**src/design/acdc_pkg.sv**
```systemverilog
`default_nettype none
// ----------------------------------------------------------------------------
// acdc_pkg: shared types and constants for the amount compression core
// Request and result structs, microcode word layout, datapath operations,
// branch conditions and the control program itself.
// ----------------------------------------------------------------------------
package acdc_pkg;

    localparam int unsigned VAL_W = 64;
    localparam int unsigned PC_W  = 5;

    typedef struct packed {
        logic             command;
        logic [VAL_W-1:0] value;
    } t_in;

    typedef struct packed {
        logic [VAL_W-1:0] result;
        logic             overflow;
    } t_out;

    localparam logic CMD_COMPRESS   = 1'b0;
    localparam logic CMD_DECOMPRESS = 1'b1;

    localparam logic [3:0] OP_NOP    = 4'd0;
    localparam logic [3:0] OP_DEC    = 4'd1;
    localparam logic [3:0] OP_INC    = 4'd2;
    localparam logic [3:0] OP_DIV10  = 4'd3;
    localparam logic [3:0] OP_DIV9   = 4'd4;
    localparam logic [3:0] OP_STRIP  = 4'd5;
    localparam logic [3:0] OP_SETE   = 4'd6;
    localparam logic [3:0] OP_CMUL9  = 4'd7;
    localparam logic [3:0] OP_CMUL10 = 4'd8;
    localparam logic [3:0] OP_DREB   = 4'd9;
    localparam logic [3:0] OP_MUL10  = 4'd10;
    localparam logic [3:0] OP_FIN    = 4'd11;

    localparam logic [2:0] C_NEXT     = 3'd0;
    localparam logic [2:0] C_ALWAYS   = 3'd1;
    localparam logic [2:0] C_N_ZERO   = 3'd2;
    localparam logic [2:0] C_CNT_MORE = 3'd3;
    localparam logic [2:0] C_E_NINE   = 3'd4;
    localparam logic [2:0] C_REM_NZ   = 3'd5;
    localparam logic [2:0] C_E_ZERO   = 3'd6;

    localparam logic [PC_W-1:0] ENTRY_CMP = 5'd0;
    localparam logic [PC_W-1:0] ENTRY_DEC = 5'd8;
    localparam logic [PC_W-1:0] PC_FIN    = 5'd19;

    localparam logic [3:0] E_MAX = 4'd9;

    // Reciprocals scaled by 2^23, exact for 20-bit dividends.
    localparam logic [19:0] RECIP10 = 20'd838861;
    localparam logic [19:0] RECIP9  = 20'd932068;

    typedef struct packed {
        logic [3:0]      op;
        logic [2:0]      cond;
        logic [PC_W-1:0] target;
    } t_ctrl;

    typedef struct packed {
        logic n_zero;
        logic cnt_last;
        logic e_nine;
        logic e_zero;
        logic rem_nz;
    } t_status;

    function automatic t_ctrl ucode_word(input logic [PC_W-1:0] pc);
        t_ctrl w;
        case (pc)
            5'd0:    w = '{OP_NOP,    C_N_ZERO,   PC_FIN};
            5'd1:    w = '{OP_DIV10,  C_CNT_MORE, 5'd1};
            5'd2:    w = '{OP_NOP,    C_E_NINE,   5'd7};
            5'd3:    w = '{OP_NOP,    C_REM_NZ,   5'd5};
            5'd4:    w = '{OP_STRIP,  C_ALWAYS,   5'd1};
            5'd5:    w = '{OP_CMUL9,  C_NEXT,     5'd0};
            5'd6:    w = '{OP_CMUL10, C_ALWAYS,   PC_FIN};
            5'd7:    w = '{OP_MUL10,  C_ALWAYS,   PC_FIN};
            5'd8:    w = '{OP_NOP,    C_N_ZERO,   PC_FIN};
            5'd9:    w = '{OP_DEC,    C_NEXT,     5'd0};
            5'd10:   w = '{OP_DIV10,  C_CNT_MORE, 5'd10};
            5'd11:   w = '{OP_SETE,   C_NEXT,     5'd0};
            5'd12:   w = '{OP_NOP,    C_E_NINE,   5'd15};
            5'd13:   w = '{OP_DIV9,   C_CNT_MORE, 5'd13};
            5'd14:   w = '{OP_DREB,   C_ALWAYS,   5'd16};
            5'd15:   w = '{OP_INC,    C_NEXT,     5'd0};
            5'd16:   w = '{OP_NOP,    C_E_ZERO,   PC_FIN};
            5'd17:   w = '{OP_MUL10,  C_ALWAYS,   5'd16};
            5'd19:   w = '{OP_FIN,    C_ALWAYS,   PC_FIN};
            default: w = '{OP_NOP,    C_ALWAYS,   PC_FIN};
        endcase
        return w;
    endfunction

endpackage
`default_nettype wire

```
**src/design/acdc_useq.sv**
```systemverilog
`default_nettype none
// ----------------------------------------------------------------------------
// acdc_useq: microcode sequencer
// Step counter over the control program, conditional jumps on datapath
// status, and the finish step that hands the result to the output register.
// ----------------------------------------------------------------------------
module acdc_useq (
    input  wire                 i_clk,
    input  wire                 i_rst_n,
    input  wire                 i_start,
    input  wire                 i_cmd,
    input  acdc_pkg::t_status   i_status,
    input  wire                 i_out_free,
    output logic                o_busy,
    output logic [3:0]          o_op,
    output logic                o_done
);
    import acdc_pkg::*;

    logic [PC_W-1:0] r_pc, n_pc;
    logic            r_busy, n_busy;
    t_ctrl           word;
    logic            taken;
    logic            fin;

    always_comb begin
        word = ucode_word(r_pc);
        case (word.cond)
            C_NEXT:     taken = 1'b0;
            C_ALWAYS:   taken = 1'b1;
            C_N_ZERO:   taken = i_status.n_zero;
            C_CNT_MORE: taken = !i_status.cnt_last;
            C_E_NINE:   taken = i_status.e_nine;
            C_REM_NZ:   taken = i_status.rem_nz;
            C_E_ZERO:   taken = i_status.e_zero;
            default:    taken = 1'b1;
        endcase
        fin    = r_busy && (word.op == OP_FIN);
        n_pc   = r_pc;
        n_busy = r_busy;
        if (i_start) begin
            n_pc   = (i_cmd == CMD_DECOMPRESS) ? ENTRY_DEC : ENTRY_CMP;
            n_busy = 1'b1;
        end else if (fin) begin
            if (i_out_free) begin
                n_busy = 1'b0;
            end
        end else if (r_busy) begin
            n_pc = taken ? word.target : r_pc + 5'd1;
        end
    end

    always_ff @(posedge i_clk) begin
        if (!i_rst_n) begin
            r_pc   <= ENTRY_CMP;
            r_busy <= 1'b0;
        end else begin
            r_pc   <= n_pc;
            r_busy <= n_busy;
        end
    end

    assign o_busy = r_busy;
    assign o_op   = r_busy ? word.op : OP_NOP;
    assign o_done = fin && i_out_free;

endmodule
`default_nettype wire

```
**config.mk**
```make
export PLATFORM = sky130hd
export DESIGN_NAME = acdc_useq
export DESIGN_NICKNAME = d
export VERILOG_FILES = /design/src/design/acdc_pkg.sv /design/src/design/acdc_useq.sv
export SDC_FILE = /design/constraint.sdc
export NUM_CORES = 1
export LEC_CHECK = 0
export BUFFER_PORTS_ARGS = -buffer_cell sky130_fd_sc_hd__buf_2
export CORE_ASPECT_RATIO = 0.6
export CORE_MARGIN = 3
export CORE_UTILIZATION = 30
export CTS_CLUSTER_SIZE = 12
export DETAILED_ROUTE_END_ITERATION = 10
export SLEW_MARGIN = 10
export SYNTH_ARGS = -nofsm -noshare
export SYNTH_HDL_FRONTEND = slang
export SYNTH_SLANG_ARGS = --single-unit
```
**constraint.sdc**
```tcl
create_clock -name i_clk -period 8.35 [get_ports i_clk]
set_input_delay 0 -clock i_clk [delete_from_list [all_inputs] [get_ports i_clk]]
set_output_delay 0 -clock i_clk [all_outputs]
set_load 0.02 [all_outputs]
```
==> impl_metrics.tcl <==
set metrics [dict create \
    path_clk_slew_ns 0.07 \
    syn_nets 174 \
    die_w_um 93.3 \
    antenna_found_initial 0 \
    critPathArrivalTime_ns 3.42 \
    min_from "i_rst_n" \
    post-route-cell-area_um2 1530 \
    grt_pass1_vias 1109 \
    r2r_start "word[6]" \
    cts_hold_buf 0 \
    cts_tree "done" \
    startpoint "word[6]" \
    io_buffers 15 \
    die-area_um2 5450 \
    wl_per_cell_um 15.8 \
    synth_cell_types 62 \
    rrSetupSlack_ns 5.07 \
    leakagePower_nw 0.589 \
    drtPass1Iterations 4 \
    syn2layout_area_growth_pct 11.5 \
    dr.max_layer_used "met4" \
    max-slew-margin-rel_pct 33.6 \
    place_area_um2 1480 \
    cts_num_sinks 18 \
    p_per_area_nw_per_um2 161 \
    fill_cells 460 \
    post_route_cells_drive_above_1_share_pct 23.4 \
    yosys.area.top_type "dfxtp_1" \
    setup_viol 0 \
    final_hold_viol_count 0 \
    drv_slew 0 \
    end_kind "flip-flop" \
    wl_met3_um 362 \
    crit_fanout 14 \
    fmax_mhz 305 \
    ctsResizeCount 0 \
    finClkSkew_ns 0.00501 \
    dr_wl_met2_mm 1.35 \
    synth-edff-count 0 \
    syn_area_per_cell_um2 8.58 \
    fp.dieH_um 58.4 \
    antenna_left 0 \
    cap_violations 0 \
    drt_iter0_drc 131 \
    wl_mm 3.66 \
    ir_worst_vdd_mv 0.0640 \
    synth_seq_cells 18 \
    htree_num_levels 1 \
    core-area_um2 4260 \
    post-cts-setup-buffers 0 \
    clkLatencyLatePin_ns 0.26 \
    hp-class "input port to flip-flop" \
    grt_max_degree 21 \
    pin_count 16 \
    grtUsageTotal_pct 14.1 \
    worstSetupPathType "flip-flop to flip-flop" \
    cts_buffers 3 \
    yosysTopAreaCellShare_pct 26.3 \
    route.vias.total 1258 \
    clock-root-buffer "clkbuf_8" \
    wl_met1_mm 1.92 \
    hpwl_mm 2.85 \
    row_count 18 \
    status "completed" \
    rsz0062_at_grt "no" \
    min_period_ns 3.28 \
    synth.area.top_cells "dfxtp_1 26%, ha_1 3.6%, nor2_1 3.3%, and2_1 3.2%, nand2b_1 3.2%" \
    worst_pin_slew_ns 0.996 \
    final_nets 186 \
    min_period_over_period_pct 39.3 \
    ys_seq_area_share_pct 26.3 \
    critical_path_required_ns 8.49 \
    synth_cells 160 \
    crit_path_start_kind "flip-flop" \
    place_congestion 0.869 \
    via_per_inst 5.45 \
    grt-ovfl-total 0 \
    drc 0 \
    synthFlopType "dfxtp_1" \
    insertedDiodeCount 0 \
    async_flop_share_pct 0 \
    cts_buffer_depth 2 \
    start_util_pct 32.2 \
    yosys_warnings 0 \
    synth_area_um2 1370 \
    grt_pass1_wl_mm 5.93 \
    fin_tns_setup_ns 0 \
]
[cells in the mapped netlist, drive strengths merged, types with 2 or more instances]
cell type / n
and2: 7
a221oi: 2
nand4: 2
o221ai: 2
a21oi: 7
nor4b: 2
nand2b: 7
o21a: 2
nand2: 12
ha: 4
nor2b: 3
or2: 3
a311oi: 2
clkbuf: 2
o22ai: 3
and3: 2
mux2i: 2
o32a: 3
a31oi: 3
dfxtp: 18
a211o: 3
nand3: 4
buf: 7
inv: 8
a22oi: 2
o21ai: 10
nor2: 12
and3b: 3
o21bai: 2
mux2: 2
[cells by family after synthesis]
kind of cell	synth area share, %
multiplexers	3.37
AO/OA/AOI/OAI	31.6
adder cells (fa/ha/maj)	3.65
AND/OR/NAND/NOR	28.1
flip-flops	26.3
buffers and inverters	7.02
[report_power, final]
| group | switching [W] | total (W) | internal, W |
|---|---|---|---|
| Combinational | 0.0000448 | 0.0000764 | 0.0000317 |
| Clock | 0.0000295 | 0.0000715 | 0.0000419 |
| Sequential | 0.00000609 | 0.0000981 | 0.0000920 |
| Total | 0.0000804 | 0.000246 | 0.000166 |
[worst max-delay path, cell delays in order (launching register included)]
cell and delay, ns:
dfxtp_1 0.38, mux2_4 0.33, a221oi_2 0.35, o21ai_1 0.12, a311oi_2 0.86, nand2_1 0.26
ha_1 0.35, mux2_2 0.26, a2bb2oi_1 0.14, o221ai_1 0.11
[final timing paths]
check                                to  cells after the start
worst max-delay path            word[8]                      9
worst max register to register  word[8]                      9
worst min register to register   o_busy                      3
worst min-delay path            word[1]                      2
[registers in the layout, summed over array words and instances (netlist names)]
| signal | cells |
|---|---|
| word | 12 |
| o_busy | 1 |
| r_pc | 5 |
[per-layer routing]
layer | GRT usage [%] | vias to the layer above
met5 | 0 | -
met4 | 1.88 | 0
met3 | 3.58 | 4
met2 | 17.6 | 47
met1 | 23.5 | 590
li1 | - | 617
[metrics by stage]
step / hold WS [ns] / utilization, % / setup WS [ns] / power (W) / std cells
3_5_place_dp: 0.286 / 34.7 / 5.07 / 0.000175 / 227
6_report: 0.0178 / 35.9 / 5.07 / 0.000246 / 231
3_3_place_gp: 0.293 / 34.7 / 5.17 / 0.000175 / 227
4_1_cts: 0.0172 / 35.9 / 5.06 / 0.000247 / 231
2_1_floorplan: 0.139 / - / 5.64 / 0.000159 / 160
5_1_grt: 0.0492 / 35.9 / 4.75 / 0.000261 / 231
[cell usage in the layout (no fill, tap or decap), types with 3 or more instances in the layout]
master	instances
a211o_1	3
inv_1	8
nor2b_1	3
dfxtp_1	18
nor2_1	12
o32a_1	3
and3b_1	3
nand2_1	10
and2_1	7
nand3_1	4
a21oi_1	7
buf_2	15
clkbuf_8	4
o21ai_1	4
o21ai_0	5
nand2b_1	7
ha_1	4
[cell type report]
class                      count  area (µm²)  share of cell area, %
clock buffer                   4        55.1                   3.60
inverter                       9        35.0                   2.29
tap                           60        75.1                   4.91
multi-input combinational    124         922                   60.3
timing repair buffer          16        82.6                   5.40
sequential                    18         360                   23.5
(Power assumes the default switching activity.)
